==> config.mk <==
export PLATFORM = sky130hd
export DESIGN_NAME = box_outline_line_walker_core_flat
export DESIGN_NICKNAME = d
export VERILOG_FILES = /design/src/hdl/bolw_pkg.sv /design/src/hdl/bolw_if.sv /design/src/hdl/bolw_step.sv /design/src/hdl/box_outline_line_walker_core.sv /design/src/flat_wrapper.sv
export SDC_FILE = /design/constraint.sdc
export NUM_CORES = 1
export LEC_CHECK = 0
export BUFFER_PORTS_ARGS = -buffer_cell sky130_fd_sc_hd__clkbuf_2
export CAP_MARGIN = 10
export CORE_ASPECT_RATIO = 1.4
export CORE_MARGIN = 1.5
export CORE_UTILIZATION = 68
export DETAILED_ROUTE_END_ITERATION = 16
export PLACE_DENSITY_LB_ADDON = 0.15
export SETUP_SLACK_MARGIN = 0.02
export SLEW_MARGIN = 20
export SYNTH_ARGS = -nofsm -noshare
export SYNTH_HDL_FRONTEND = slang
export SYNTH_HIERARCHICAL = 1
export SYNTH_SLANG_ARGS = --single-unit
==> constraint.sdc <==
create_clock -name clk_i -period 21.2 [get_ports clk_i]
set_input_delay 6.36 -clock clk_i [delete_from_list [all_inputs] [get_ports clk_i]]
set_output_delay 6.36 -clock clk_i [all_outputs]
set_load 0.005 [all_outputs]
==> src/hdl/bolw_pkg.sv <==
// Package: shared types and constants of the box outline line walker.
`default_nettype none

package bolw_pkg;

  localparam int unsigned COORD_W   = 12;
  localparam int unsigned MAX_COORD = 4095;
  localparam int unsigned ERR_W     = COORD_W + 3;

  typedef logic [COORD_W-1:0]      coord_t;
  typedef logic signed [ERR_W-1:0] err_t;
  typedef logic [1:0]              corner_idx_t;

  // corners in tracing order
  localparam corner_idx_t CORNER_TOP_LEFT     = 2'd0;
  localparam corner_idx_t CORNER_TOP_RIGHT    = 2'd1;
  localparam corner_idx_t CORNER_BOTTOM_RIGHT = 2'd2;
  localparam corner_idx_t CORNER_BOTTOM_LEFT  = 2'd3;

  typedef enum logic {
    PIX_SET = 1'b0,
    PIX_INV = 1'b1
  } pix_op_e;

  typedef enum logic [1:0] {
    REG_LEFT_X   = 2'd0,
    REG_BOTTOM_Y = 2'd1,
    REG_RIGHT_X  = 2'd2,
    REG_TOP_Y    = 2'd3
  } cfg_reg_e;

  typedef struct packed {
    coord_t left_x;
    coord_t bottom_y;
    coord_t right_x;
    coord_t top_y;
  } box_t;

  typedef struct packed {
    coord_t      cur_x;
    coord_t      cur_y;
    err_t        step_error;
    corner_idx_t corner_index;
    logic        corner_marked;
    logic        active;
  } walk_t;

  typedef struct packed {
    coord_t  pix_x;
    coord_t  pix_y;
    pix_op_e pix_op;
    logic    last;
  } pix_cmd_t;

endpackage

`default_nettype wire

==> src/hdl/bolw_if.sv <==
// Interfaces: valid/ready channels for restart/tick words and pixel command words.
`default_nettype none

interface bolw_in_if;
  logic valid;
  logic ready;
  logic restart;

  modport source (output valid, output restart, input ready);
  modport sink   (input valid, input restart, output ready);
endinterface

interface bolw_out_if;
  logic                      valid;
  logic                      ready;
  logic [bolw_pkg::COORD_W-1:0] pix_x;
  logic [bolw_pkg::COORD_W-1:0] pix_y;
  logic                      pix_op;
  logic                      last;

  modport source (output valid, output pix_x, output pix_y, output pix_op, output last,
                  input ready);
  modport sink   (input valid, input pix_x, input pix_y, input pix_op, input last,
                  output ready);
endinterface

`default_nettype wire

==> src/hdl/bolw_step.sv <==
// Step unit: one Bresenham update of the outline walker and its pixel command.
`default_nettype none

module bolw_step (
  input  bolw_pkg::box_t     box_i,
  input  bolw_pkg::walk_t    walk_i,
  output bolw_pkg::walk_t    walk_o,
  output bolw_pkg::pix_cmd_t cmd_o
);
  import bolw_pkg::*;

  coord_t      tx, ty, sx, sy;
  coord_t      dxc, dyc;
  logic signed [ERR_W:0] dx_w, dy_w, e2;
  err_t        err_a;
  coord_t      nx, ny;
  corner_idx_t prev_idx;

  assign prev_idx = walk_i.corner_index - corner_idx_t'(1);

  // target corner and segment start corner
  always_comb begin
    case (walk_i.corner_index)
      CORNER_TOP_LEFT:     begin tx = box_i.left_x;  ty = box_i.top_y;    end
      CORNER_TOP_RIGHT:    begin tx = box_i.right_x; ty = box_i.top_y;    end
      CORNER_BOTTOM_RIGHT: begin tx = box_i.right_x; ty = box_i.bottom_y; end
      default:             begin tx = box_i.left_x;  ty = box_i.bottom_y; end
    endcase
    case (prev_idx)
      CORNER_TOP_LEFT:     begin sx = box_i.left_x;  sy = box_i.top_y;    end
      CORNER_TOP_RIGHT:    begin sx = box_i.right_x; sy = box_i.top_y;    end
      CORNER_BOTTOM_RIGHT: begin sx = box_i.right_x; sy = box_i.bottom_y; end
      default:             begin sx = box_i.left_x;  sy = box_i.bottom_y; end
    endcase
  end

  assign dxc  = (tx > sx) ? (tx - sx) : (sx - tx);
  assign dyc  = (ty > sy) ? (ty - sy) : (sy - ty);
  assign dx_w = signed'({{(ERR_W + 1 - COORD_W){1'b0}}, dxc});
  assign dy_w = signed'({{(ERR_W + 1 - COORD_W){1'b0}}, dyc});
  assign e2   = {walk_i.step_error, 1'b0};

  always_comb begin
    walk_o = walk_i;
    err_a  = walk_i.step_error;
    nx     = walk_i.cur_x;
    ny     = walk_i.cur_y;
    cmd_o.last = 1'b0;

    if (!walk_i.corner_marked) begin
      cmd_o.pix_x  = tx;
      cmd_o.pix_y  = ty;
      cmd_o.pix_op = PIX_SET;
      walk_o.corner_marked = 1'b1;
      walk_o.step_error    = err_t'(dx_w - dy_w);
    end else begin
      cmd_o.pix_x  = walk_i.cur_x;
      cmd_o.pix_y  = walk_i.cur_y;
      cmd_o.pix_op = PIX_INV;
      if (e2 > -dy_w) begin
        err_a = err_a - err_t'(dy_w);
        nx    = (sx < tx) ? walk_i.cur_x + coord_t'(1) : walk_i.cur_x - coord_t'(1);
      end
      if (e2 < dx_w) begin
        err_a = err_a + err_t'(dx_w);
        ny    = (sy < ty) ? walk_i.cur_y + coord_t'(1) : walk_i.cur_y - coord_t'(1);
      end
      walk_o.step_error = err_a;
      walk_o.cur_x      = nx;
      walk_o.cur_y      = ny;
    end

    // reached the target corner
    if (nx == tx && ny == ty) begin
      if (walk_i.corner_index == CORNER_BOTTOM_LEFT) begin
        cmd_o.last    = 1'b1;
        walk_o.active = 1'b0;
      end else begin
        walk_o.corner_index  = walk_i.corner_index + corner_idx_t'(1);
        walk_o.corner_marked = 1'b0;
      end
    end
  end

endmodule

`default_nettype wire

==> src/hdl/box_outline_line_walker_core.sv <==
// Top level: box outline walker with config registers, step unit and result register.
//
// Usage:
//   - Box corners are written through the config port (cfg_we_i, cfg_idx_i,
//     cfg_data_i) while the block is idle; a write ends any outline in progress.
//   - in_i carries one word per item: restart=1 loads the walker at
//     (left_x,bottom_y) and yields nothing; restart=0 is a tick that yields
//     one pixel command on out_o while an outline is in progress.
//   - Each corner gets a set-black command, then one invert command per pixel
//     up to that corner; the final command of the fourth corner's run is flagged
//     last, and later ticks yield nothing until the next restart.
// Timing:
//   - One word per cycle sustained while out_o is not stalled; a command appears
//     on out_o in the cycle after its tick is taken, from the result register fed
//     by the single step unit, which does one Bresenham update per cycle while ticks are taken.
//   - in_i.ready is high whenever the result register is empty or being
//     drained, so a stalled receiver holds the result and stops input after
//     one pending word.
// Reset:
//   - rst_ni clears the box registers to zero, the walker to idle and the
//     result register to empty.
`default_nettype none

module box_outline_line_walker_core (
  input  wire                      clk_i,
  input  wire                      rst_ni,
  input  wire                      cfg_we_i,
  input  wire [1:0]                cfg_idx_i,
  input  wire [bolw_pkg::COORD_W-1:0] cfg_data_i,
  bolw_in_if.sink                  in_i,
  bolw_out_if.source               out_o
);
  import bolw_pkg::*;

  box_t     box_q;
  walk_t    walk_q, walk_d, walk_step;
  pix_cmd_t cmd_step, res_q;
  logic     res_valid_q;
  logic     in_fire, out_fire, res_load;
  coord_t   cfg_val;

  assign in_i.ready = !res_valid_q || out_o.ready;
  assign in_fire    = in_i.valid && in_i.ready;
  assign out_fire   = res_valid_q && out_o.ready;
  // a tick while active produces a word
  assign res_load   = in_fire && !in_i.restart && walk_q.active;

  assign cfg_val = (cfg_data_i > coord_t'(MAX_COORD)) ? coord_t'(MAX_COORD) : cfg_data_i;

  bolw_step u_step (
    .box_i  (box_q),
    .walk_i (walk_q),
    .walk_o (walk_step),
    .cmd_o  (cmd_step)
  );

  always_comb begin
    walk_d = walk_q;
    if (cfg_we_i) begin
      walk_d.active = 1'b0;
    end else if (in_fire) begin
      if (in_i.restart) begin
        walk_d.cur_x         = box_q.left_x;
        walk_d.cur_y         = box_q.bottom_y;
        walk_d.step_error    = '0;
        walk_d.corner_index  = CORNER_TOP_LEFT;
        walk_d.corner_marked = 1'b0;
        walk_d.active        = 1'b1;
      end else if (walk_q.active) begin
        walk_d = walk_step;
      end
    end
  end

  always_ff @(posedge clk_i or negedge rst_ni) begin
    if (!rst_ni) begin
      box_q  <= '0;
      walk_q <= '0;
    end else begin
      walk_q <= walk_d;
      if (cfg_we_i) begin
        case (cfg_reg_e'(cfg_idx_i))
          REG_LEFT_X:   box_q.left_x   <= cfg_val;
          REG_BOTTOM_Y: box_q.bottom_y <= cfg_val;
          REG_RIGHT_X:  box_q.right_x  <= cfg_val;
          REG_TOP_Y:    box_q.top_y    <= cfg_val;
          default:      box_q          <= box_q;
        endcase
      end
    end
  end

  // result register
  always_ff @(posedge clk_i or negedge rst_ni) begin
    if (!rst_ni) begin
      res_valid_q <= 1'b0;
    end else if (res_load) begin
      res_valid_q <= 1'b1;
    end else if (out_fire) begin
      res_valid_q <= 1'b0;
    end
  end

  always_ff @(posedge clk_i) begin
    if (res_load) begin
      res_q <= cmd_step;
    end
  end

  assign out_o.valid  = res_valid_q;
  assign out_o.pix_x  = res_q.pix_x;
  assign out_o.pix_y  = res_q.pix_y;
  assign out_o.pix_op = res_q.pix_op;
  assign out_o.last   = res_q.last;

`ifndef SYNTHESIS
  a_restart_loads: assert property (@(posedge clk_i) disable iff (!rst_ni)
    (in_fire && in_i.restart && !cfg_we_i) |=>
      (walk_q.active && !walk_q.corner_marked && walk_q.corner_index == CORNER_TOP_LEFT))
    else $error("restart did not load the walker");

  a_last_ends: assert property (@(posedge clk_i) disable iff (!rst_ni)
    (res_load && !cfg_we_i && cmd_step.last) |=> !walk_q.active)
    else $error("walker still active after last word");

  a_restart_no_word: assert property (@(posedge clk_i) disable iff (!rst_ni)
    (in_fire && in_i.restart) |=> (res_valid_q == $past(res_valid_q && !out_o.ready)))
    else $error("restart produced a word");

  a_cfg_cancels: assert property (@(posedge clk_i) disable iff (!rst_ni)
    cfg_we_i |=> !walk_q.active)
    else $error("config write did not cancel the outline");
`endif

endmodule

`default_nettype wire

==> src/flat_wrapper.sv <==
// flat-port wrapper written by rule: the top's interface ports become plain ports
module box_outline_line_walker_core_flat import bolw_pkg::*;
  (clk_i, rst_ni, cfg_we_i, cfg_idx_i, cfg_data_i, in_i_valid, in_i_restart, in_i_ready, out_o_valid, out_o_pix_x, out_o_pix_y, out_o_pix_op, out_o_last, out_o_ready);
  bolw_in_if in_i_i ();
  bolw_out_if out_o_i ();
  input  wire clk_i;
  input  wire rst_ni;
  input  wire cfg_we_i;
  input  wire [1:0] cfg_idx_i;
  input  wire [bolw_pkg::COORD_W-1:0] cfg_data_i;
  input wire logic [$bits(in_i_i.valid)-1:0] in_i_valid;
  input wire logic [$bits(in_i_i.restart)-1:0] in_i_restart;
  output wire logic [$bits(in_i_i.ready)-1:0] in_i_ready;
  output wire logic [$bits(out_o_i.valid)-1:0] out_o_valid;
  output wire logic [$bits(out_o_i.pix_x)-1:0] out_o_pix_x;
  output wire logic [$bits(out_o_i.pix_y)-1:0] out_o_pix_y;
  output wire logic [$bits(out_o_i.pix_op)-1:0] out_o_pix_op;
  output wire logic [$bits(out_o_i.last)-1:0] out_o_last;
  input wire logic [$bits(out_o_i.ready)-1:0] out_o_ready;
  assign in_i_i.valid = in_i_valid;
  assign in_i_i.restart = in_i_restart;
  assign in_i_ready = in_i_i.ready;
  assign out_o_valid = out_o_i.valid;
  assign out_o_pix_x = out_o_i.pix_x;
  assign out_o_pix_y = out_o_i.pix_y;
  assign out_o_pix_op = out_o_i.pix_op;
  assign out_o_last = out_o_i.last;
  assign out_o_i.ready = out_o_ready;
  box_outline_line_walker_core u_core (.clk_i(clk_i), .rst_ni(rst_ni), .cfg_we_i(cfg_we_i), .cfg_idx_i(cfg_idx_i), .cfg_data_i(cfg_data_i), .in_i(in_i_i), .out_o(out_o_i));
endmodule
==> results of run 1 <==
worst max-delay path, cell delays in order:
cell,delay (ns)
clkbuf_2,0.07
nand2b_1,0.26
clkbuf_2,0.17
layout make-up:
class,count,area (µm²)
multi-input combinational,1010,8610
fill,1358,4590
sequential,118,3080
clock buffer,17,425
inverter,111,417
timing repair buffer,59,328
tap,240,300
clock inverter,15,168
metal layers:
layer	wire length, µm	global-route usage	part of all wire	up-vias
met1	13900	0.442	0.42	5035
met2	16400	0.610	0.49	333
met4	1620	0.188	0.048	0
met5	0	0	0	-
li1	-	-	-	4777
met3	1500	0.0555	0.045	91
flip-flops by register name (all words and copies together), names as in the netlist:
register / cells
u_core/out_o.pix_y: 12
u_core/out_o.pix_x: 12
u_core/walk_q: 43
u_core/out_o.last: 1
u_core/out_o.pix_op: 1
u_core/box_q: 48
u_core/out_o.valid: 1
worst paths after layout:
path | from | end | slack, ns
setup reg to reg | u_core/walk_q[2] | u_core/walk_q[18] | 10.43
max in group asynchronous | rst_ni | u_core/box_q[27] | 14.12
setup / recovery | out_o_ready | in_i_ready | 7.98
min in group asynchronous | rst_ni | u_core/walk_q[15] | 5.88
hold / removal | u_core/box_q[4] | u_core/box_q[4] | 0.52
hold reg to reg | u_core/box_q[4] | u_core/box_q[4] | 0.52
cell usage in the layout (no fill, tap or decap), types with 17 or more instances in the layout:
| cell type | Yosys | final |
|---|---|---|
| a22o_1 | 40 | 40 |
| mux2_1 | 21 | 21 |
| o21ai_0 | 68 | 68 |
| mux2i_1 | 32 | 32 |
| nand2_1 | 61 | 61 |
| clkbuf_2 | 0 | 46 |
| a21o_1 | 30 | 30 |
| inv_1 | 109 | 109 |
| o21a_1 | 21 | 21 |
| xor2_1 | 26 | 26 |
| clkbuf_16 | 0 | 17 |
| mux2_4 | 20 | 20 |
| dfrtp_1 | 92 | 92 |
| mux2_2 | 115 | 115 |
| nor2_1 | 45 | 44 |
| a21oi_1 | 70 | 70 |
| xnor2_1 | 81 | 81 |
| nor3_1 | 17 | 17 |
| edfxtp_1 | 26 | 26 |
| ha_1 | 132 | 132 |
cells in the mapped netlist (26+ instances only):
cell,n
edfxtp_1,26
nand2_1,61
inv_1,109
a22o_1,40
xnor2_1,81
a21o_1,30
mux2_2,115
o21ai_0,68
xor2_1,26
ha_1,132
dfrtp_1,92
mux2i_1,32
a21oi_1,70
nor2_1,45
cells by family (layout without fill, tap and decap cells):
kind of cell,count (synthesis),after routing
DFF,118,118
adders and majority gates,141,141
buffers and inverters,160,202
muxes,188,188
xor gates and xnor gates,111,111
and+or+nand+nor,238,238
AOI/OAI and AO/OA,332,332
per-stage QoR:
stage           util  setup WS (ns)  instance area, µm²  std cells
2_1_floorplan      -           8.21               12400       1288
3_3_place_gp   0.711           8.01               12700       1538
6_report       0.744           7.98               13300       1570
4_1_cts        0.744           7.99               13300       1570
3_5_place_dp   0.711           7.99               12700       1538
5_1_grt        0.744           7.91               13300       1570
==> flow_metrics.env, run 1 <==
export IMPL_outcome="finished clean"
export IMPL_die_w_um=117
export IMPL_cap_violations=0
export IMPL_fin_hold_ws_ns=0.524
export IMPL_grt_pass1_wl_mm=52.5
export IMPL_postCtsSetupRepairBufs=0
export IMPL_vias=10200
export IMPL_synth_fp_nets=1449
export IMPL_num_io_pins=48
export IMPL_dieArea_um2=19000
export IMPL_grt_max_degree=62
export IMPL_die_h_um=163
export IMPL_clk_path_buf_depth=2
export IMPL_first_iter_violations=642
export IMPL_hpwl_mm=24.5
export IMPL_first_pass_iters=7
export IMPL_avgSynthCellArea_um2=9.60
export IMPL_syn_area_um2=12400
export IMPL_wire_per_inst_um=21.3
export IMPL_cts_buffers=17
export IMPL_ys_top_cells_by_area="dfrtp_1 (19%), ha_1 (13%), mux2_2 (10%)"
export IMPL_start_util=0.690
export IMPL_clock_fmax_ghz=0.0757
export IMPL_ys_flop_type="dfrtp_1"
export IMPL_synth_async_reset_ratio=0.780
export IMPL_synthMuxAreaShare=0.174
export IMPL_antenna_found_initial=0
export IMPL_drc=0
export IMPL_synth_edf_count=26
export IMPL_cts_resized=0
export IMPL_worst_pin_slew_ns=0.995
export IMPL_cts_sinks=118
export IMPL_ys_ff_latch=118
export IMPL_htree_levels=4
export IMPL_clockRootBuffer="clkbuf_16"
export IMPL_critPathRequiredTime_ns=14.84
export IMPL_first_global_vias=10100
export IMPL_cts_tree="done"
export IMPL_portBuffers=47
export IMPL_cp_arrival_ns=6.86
export IMPL_hold_class="flip-flop to flip-flop"
export IMPL_synth_top_family_by_area="compound AO/OA/AOI/OAI gates"
export IMPL_crit_type="input port to output pin"
export IMPL_gp_congestion=0.941
export IMPL_ant_nets=0
export IMPL_fin_worst_skew_ns=0.00987
export IMPL_worstPathMaxFanout=8
export IMPL_core_um2=17900
export IMPL_grtUsageTotal=0.362
export IMPL_synth_simple_gate_area_frac=0.104
export IMPL_postCtsHoldBufs=0
export IMPL_rows=58
export IMPL_worst_setup_path_start_kind="input port"
export IMPL_nets=1478
export IMPL_syn_inst=1288
export IMPL_netlist_cell_type_count=91
export IMPL_wirelength_mm=33.4
export IMPL_hold_path_depth=1
export IMPL_yosys_area_top_type_share=0.186
export IMPL_slew_limit_headroom=0.337
export IMPL_clk_latency_ns=0.42
export IMPL_synth_warnings=6
export IMPL_drive_above_1_share=0.195
export IMPL_yosys_area_top_type="dfrtp_1"
export IMPL_overflow=0
export IMPL_endpoint_kind="output pin"
export IMPL_synth_xor_area_frac=0.0826
export IMPL_final_period_utilization=0.623
export IMPL_clk_pin_slew_ns=0.06
export IMPL_hold_viol=0
export IMPL_area_growth_pct=7.84
export IMPL_finalMaxSlewViolations=0
export IMPL_rsz0062_at_grt="no"
export IMPL_synth_compound_area_frac=0.187
export IMPL_ys_seq_area_frac=0.249
export IMPL_antenna_cells=0
export IMPL_finalSetupTns_ns=0
export IMPL_finalCriticalPeriod_ns=13.22
export IMPL_synthAdderAreaFrac=0.148
export IMPL_setup_violations=0
export IMPL_vias_per_cell=6.52
export IMPL_ff2ff_path_depth=41
Power of run 1 is left out: the tool's default activity adds up to more than one toggle a clock period on the data nets, which glitch-free logic cannot reach.
==> inputs of run 2 (changes only) <==
Settings changed: ABC_AREA set to 1, CORE_UTILIZATION 68 to 58.
Clock period 21.2 ns to 11.55 ns, I/O delays scaled along.
==> run 2 against run 1 <==
  * Clock-buffer cell count up 1
  * Via count up 21%
  * Wire length up 15%
  * Setup slack worse by 6.4 ns
  * Final area up 0.34%
  * Hold slack worse by 0.013 ns
  * Synthesized cell count up 43%
  * Utilization down 11 points
  * Critical path depth up 57
  * Clock skew up 0.0034 ns
  * Final cell count up 36%
  * Largest cell class unchanged
  * Highest routed layer unchanged
==> flow_metrics.env, run 2 <==
export IMPL_outcome="finished clean"
export IMPL_worst_pin_slew_ns=1.02
export IMPL_slew_limit_headroom=0.322
export IMPL_worst_setup_path_start_kind="flip-flop"
export IMPL_rows=63
export IMPL_rsz0062_at_grt="no"
export IMPL_netlist_cell_type_count=58
export IMPL_clockRootBuffer="clkbuf_16"
export IMPL_hold_path_depth=2
export IMPL_portBuffers=47
export IMPL_ys_flop_type="dfrtp_1"
export IMPL_postCtsSetupRepairBufs=0
export IMPL_largest_register="u_core/box_q"
export IMPL_vias=12300
export IMPL_avgSynthCellArea_um2=6.79
export IMPL_worstPathMaxFanout=25
export IMPL_seqPwrFrac=0.145
export IMPL_cp_arrival_ns=10.29
export IMPL_ir_worst_vdd_uv=150
export IMPL_reg2reg_from="u_core/walk_q[2]"
export IMPL_drive_above_1_share=0.0814
export IMPL_grt_pass1_wl_mm=60.5
export IMPL_area_growth_pct=7.05
export IMPL_cts_resized=0
export IMPL_clock_fmax_ghz=0.101
export IMPL_worst_hold_path_endpoint="u_core/walk_q[25]"
export IMPL_syn_area_um2=12500
export IMPL_fin_worst_skew_ns=0.0133
export IMPL_combPwrFrac=0.716
export IMPL_total_leakage_power_nw=7.07
export IMPL_layout_common_cells="nand2_1 (525), inv_1 (262), o21ai_0 (137)"
export IMPL_setup_violations=0
export IMPL_grt_max_degree=64
export IMPL_timing_rr_end="u_core/walk_q[18]"
export IMPL_top_regs="u_core/box_q (48), u_core/walk_q (43)"
export IMPL_vias_per_cell=5.80
export IMPL_gp_congestion=1.00
export IMPL_ff2ff_path_depth=60
export IMPL_ff2ff_setup_slack_ns=1.63
export IMPL_clk_latency_ns=0.44
export IMPL_first_global_vias=11500
export IMPL_post_route_util=0.633
export IMPL_p_int_mw=1.80
export IMPL_die_w_um=127
export IMPL_postCtsHoldBufs=0
export IMPL_cap_violations=0
export IMPL_syn_inst=1841
export IMPL_antenna_cells=0
export IMPL_dpl_cell_area_um2=12800
export IMPL_finalCriticalPeriod_ns=9.92
export IMPL_endpoint_kind="flip-flop"
export IMPL_overflow=0
export IMPL_cts_tree="done"
export IMPL_power_switching_mw=2.09
export IMPL_grtUsageTotal=0.351
export IMPL_first_pass_iters=5
export IMPL_wire_per_inst_um=18.1
export IMPL_hold_class="flip-flop to flip-flop"
export IMPL_finalSetupTns_ns=0
export IMPL_num_io_pins=48
export IMPL_synth_async_reset_ratio=0.780
export IMPL_synth_most_common_cell="nand2_1"
export IMPL_final_period_utilization=0.859
export IMPL_fin_area_um2=13400
export IMPL_first_iter_violations=977
export IMPL_htree_levels=4
export IMPL_clk_pin_slew_ns=0.07
export IMPL_critPathRequiredTime_ns=11.92
export IMPL_ys_seq_area_frac=0.247
export IMPL_clk_path_buf_depth=2
export IMPL_cts_buffers=17
export IMPL_yosys_area_top_type="dfrtp_1"
export IMPL_nets=2016
export IMPL_finalMaxSlewViolations=0
export IMPL_power_density_nw_per_um2=291
export IMPL_swShare=0.537
export IMPL_yosys_area_top_type_share=0.184
export IMPL_cp_slowest_stage_delay_ns=0.73
export IMPL_crit_type="flip-flop to flip-flop"
export IMPL_hold_viol=0
export IMPL_synthTopCellsByCount="nand2_1 (525), inv_1 (262), o21ai_0 (137)"
export IMPL_ys_top_cells_by_area="dfrtp_1 (18%), nand2_1 (16%), ha_1 (13%)"
export IMPL_largest_reg_flops=48
export IMPL_cts_sinks=118
export IMPL_synth_fp_nets=2002
export IMPL_drc=0
export IMPL_synth_edf_count=26
export IMPL_final_common_cell="nand2_1"
export IMPL_hpwl_mm=29.1
export IMPL_core_um2=21100
export IMPL_synth_warnings=6
export IMPL_wirelength_mm=38.5
export IMPL_fillerInstances=2053
export IMPL_antenna_found_initial=0
export IMPL_cp_common_cell="nand2_1"
export IMPL_hold_start="u_core/walk_q[25]"
export IMPL_start_util=0.592
export IMPL_die_h_um=177
export IMPL_ant_nets=0
export IMPL_dieArea_um2=22400
export IMPL_clock_power_share=0.138
export IMPL_crit_slowest_cell="ha_1"
export IMPL_ys_ff_latch=118
==> run 2: changes by cell type after synthesis, moves of 54 or more <==
| cell | change |
|---|---|
| nand2_1 | +464 |
| nand3_1 | +103 |
| mux2_2 | -115 |
| o21ai_1 | +54 |
| nor2_1 | +55 |
| inv_1 | +153 |
| o21ai_0 | +69 |
| xnor2_1 | -71 |
==> run 2: cell type report <==
class,instances,area (µm²),share of cell area
tap,260,325,0.0243
sequential,118,3080,0.231
multi-input combinational,1389,8040,0.601
inverter,270,1010,0.0758
clock buffer,18,450,0.0337
clock inverter,14,135,0.0101
timing repair buffer,59,328,0.0245
==> run 2: stage by stage <==
| step | hold WS (ns) | setup WS (ns) | power (mW) | cells |
|---|---|---|---|---|
| 3_5_place_dp | 0.494 | 1.72 | 3.30 | 2096 |
| 3_3_place_gp | 0.491 | 2.09 | 3.26 | 2096 |
| 4_1_cts | 0.507 | 1.67 | 3.86 | 2128 |
| 2_1_floorplan | 0.462 | 2.98 | 2.65 | 1841 |
| 5_1_grt | 0.543 | 0.532 | 4.24 | 2128 |
| 6_report | 0.512 | 1.63 | 3.90 | 2128 |
==> run 2: kinds of logic after synthesis <==
logic type,after synthesis,share of synthesized area
buffers and inverters,334,0.110
and+or+nand+nor,815,0.279
adders and majority gates,141,0.147
xor gates and xnor gates,76,0.0544
AOI/OAI and AO/OA,357,0.163
DFF,118,0.247
==> run 2: power by group through the flow <==
stage,clock [mW],combinational [mW],sequential [mW]
after floorplan,0,2.11,0.537
final,0.539,2.79,0.566
after CTS,0.545,2.75,0.562
after global routing,0.562,3.11,0.572
after detailed placement,0,2.73,0.569
after global placement,0,2.70,0.568
==> run 2: worst max-delay path by stage <==
| stage | start | endpoint | slack [ns] |
|---|---|---|---|
| 3_3_place_gp | u_core/walk_q[2] | u_core/walk_q[18] | 2.09 |
| 4_1_cts | u_core/walk_q[2] | u_core/walk_q[18] | 1.67 |
| 6_report | u_core/walk_q[2] | u_core/walk_q[18] | 1.63 |
| 3_5_place_dp | u_core/walk_q[2] | u_core/walk_q[18] | 1.72 |
| 5_1_grt | u_core/walk_q[2] | u_core/walk_q[18] | 0.53 |
| 2_1_floorplan | u_core/walk_q[2] | u_core/walk_q[18] | 2.98 |
==> run 2: critical path: cells and delay by family, from the launching register on <==
| family | cells | cell delay, ns |
|---|---|---|
| compound gates | 11 | 1.93 |
| xor+xnor | 1 | 0.28 |
| fa+ha+maj | 5 | 2.12 |
| buf+inv | 9 | 0.98 |
| flops | 1 | 0.45 |
| simple gates | 34 | 4.03 |
==> run 2: per-layer routing <==
layer / GRT usage / share of wire
met4: 0.196 / 0.053
met2: 0.596 / 0.48
met3: 0.0438 / 0.050
met5: 0 / 0
met1: 0.430 / 0.41
(Power assumes the default switching activity.)
==> inputs of run 3 (changes only) <==
Settings changed: ABC_AREA 1 to unset, CORE_UTILIZATION 58 to 68, PLACE_DENSITY_LB_ADDON 0.15 to 0.2.
Clock period 11.55 ns to 11.5 ns, I/O delays scaled along.
==> run 3 against run 2 <==
  * Critical path depth decreased by 19
  * Final area down 0.32%
  * Non-clock buffer count is 3 lower
  * Clock-buffer cell count stayed put
  * Die area down 15%
  * Flip-flop and latch count stayed put
  * Setup slack got worse by 0.38 ns
  * Register-to-register slack worse by 0.38 ns
  * Highest routed layer unchanged
==> flow_metrics.env, run 3 (synthesis gave the netlist of run 1 again) <==
export IMPL_outcome="finished clean"
export IMPL_cp_common_cell="inv_1"
export IMPL_crit_type="flip-flop to flip-flop"
export IMPL_rsz0062_at_grt="no"
export IMPL_ff2ff_setup_slack_ns=1.25
export IMPL_clockRootBuffer="clkbuf_16"
export IMPL_crit_slowest_cell="nor2_1"
export IMPL_first_global_vias=10500
export IMPL_die_h_um=163
export IMPL_dieArea_um2=19000
export IMPL_area_growth_pct=7.86
export IMPL_critPathRequiredTime_ns=11.81
export IMPL_fin_worst_skew_ns=0.0114
export IMPL_grt_pass1_wl_mm=56.1
export IMPL_grt_max_degree=74
export IMPL_grt_use_met1=0.458
export IMPL_rows=58
export IMPL_overflow=0
export IMPL_crit_family="compound AO/OA/AOI/OAI gates"
export IMPL_gp_congestion=0.922
export IMPL_clk_latency_ns=0.43
export IMPL_pre_cts_slack_ns=1.56
export IMPL_endpoint_kind="flip-flop"
export IMPL_met3_usage=0.0860
export IMPL_slew_limit_headroom=0.333
export IMPL_crit_cells=41
export IMPL_hold_viol=0
export IMPL_vias_per_cell=6.71
export IMPL_setup_violations=0
export IMPL_hold_class="flip-flop to flip-flop"
export IMPL_grtUsageTotal=0.391
export IMPL_cp_endpoint="u_core/walk_q[18]"
export IMPL_portBuffers=47
export IMPL_cp_arrival_ns=10.56
export IMPL_ff2ff_path_depth=41
export IMPL_worstPathMaxFanout=16
export IMPL_largest_reg_flops=48
export IMPL_cts_sinks=118
export IMPL_htree_levels=4
export IMPL_core_um2=17900
export IMPL_wire_per_inst_um=23.0
export IMPL_postCtsHoldBufs=0
export IMPL_timing_rr_end="u_core/walk_q[18]"
export IMPL_clock_fmax_ghz=0.0975
export IMPL_nets=1475
export IMPL_final_period_utilization=0.892
export IMPL_reg2reg_from="u_core/walk_q[2]"
export IMPL_vias=10500
export IMPL_finalSetupTns_ns=0
export IMPL_layout_common_cells="ha_1 (132), mux2_2 (115), inv_1 (109)"
export IMPL_die_w_um=117
export IMPL_num_io_pins=48
export IMPL_first_iter_violations=854
export IMPL_finalCriticalPeriod_ns=10.25
export IMPL_cp_slowest_stage_delay_ns=0.79
export IMPL_drc=0
export IMPL_clk_path_buf_depth=2
export IMPL_clk_pin_slew_ns=0.06
export IMPL_antenna_found_initial=0
export IMPL_worst_pin_slew_ns=0.997
export IMPL_setup_worst_path_start="u_core/walk_q[2]"
export IMPL_first_pass_iters=5
export IMPL_hpwl_mm=26.2
export IMPL_wirelength_mm=36.1
export IMPL_worst_path_buf_inv=6
export IMPL_postCtsSetupRepairBufs=0
export IMPL_worst_setup_path_start_kind="flip-flop"
export IMPL_finalMaxSlewViolations=0
export IMPL_post_route_util=0.744
export IMPL_top_regs="u_core/box_q (48), u_core/walk_q (43)"
export IMPL_cts_resized=0
export IMPL_gr_usage_met2=0.616
export IMPL_start_util=0.690
export IMPL_layout_setup_ws_ns=1.25
export IMPL_cap_violations=0
export IMPL_ant_nets=0
export IMPL_cts_tree="done"
export IMPL_cts_buffers=17
export IMPL_grt_most_used_layer="met2"
export IMPL_drive_above_1_share=0.192
export IMPL_final_common_cell="ha_1"
export IMPL_largest_register="u_core/box_q"
-- run 3: cell count changes in the layout (fill, tap and decap cells not counted), sizes merged, moves of 26 or more --
cell and change:
nand2 -476, inv -159, mux2 +156, o21ai -134, nand3 -112, xnor2 +71
nor2 -60, a22o +40, xor2 -38, mux2i +32, a21o +26
-- run 3: worst reg2reg max path: cells and delay by family, from the launching register on --
kind | cells | cell delay, ns
mux | 3 | 0.99
fa+ha+maj | 5 | 1.48
compound gates | 18 | 4.00
simple gates | 7 | 1.79
buf+inv | 6 | 0.79
xor+xnor | 2 | 0.60
flops | 1 | 0.45
-- run 3: metal layers --
metal	share of wire	up-vias
met2	0.46	529
met1	0.38	5059
li1	-	4761
met5	0	-
met4	0.086	0
met3	0.074	169
-- run 3: through the flow --
| stage | std cells | instance area [µm²] | hold WS [ns] |
|---|---|---|---|
| floorplan | 1288 | 12400 | 0.465 |
| global placement | 1535 | 12700 | 0.495 |
| detailed placement | 1535 | 12700 | 0.504 |
| CTS | 1567 | 13300 | 0.518 |
| global route | 1567 | 13300 | 0.538 |
| finish | 1568 | 13300 | 0.515 |
-- run 3: cell type report --
| type | count | area, µm² |
|---|---|---|
| Multi-Input combinational cell | 1010 | 8620 |
| Fill cell | 1281 | 4590 |
| Sequential cell | 118 | 3080 |
| Clock buffer | 18 | 450 |
| Inverter | 111 | 417 |
| Timing Repair Buffer | 56 | 305 |
| Tap cell | 240 | 300 |
| Clock inverter | 14 | 161 |
| Antenna cell | 1 | 2.50 |
-- run 3: worst min-delay path by stage --
stage | start | to | slack [ns] | cells after the start
floorplan | u_core/box_q[6] | u_core/box_q[6] | 0.47 | 1
global placement | u_core/box_q[10] | u_core/box_q[10] | 0.49 | 1
detailed placement | u_core/box_q[9] | u_core/box_q[9] | 0.50 | 1
CTS | u_core/box_q[9] | u_core/box_q[9] | 0.52 | 1
global route | u_core/box_q[9] | u_core/box_q[9] | 0.54 | 1
finish | u_core/box_q[9] | u_core/box_q[9] | 0.51 | 1
Power of run 3 is left out for the same reason.
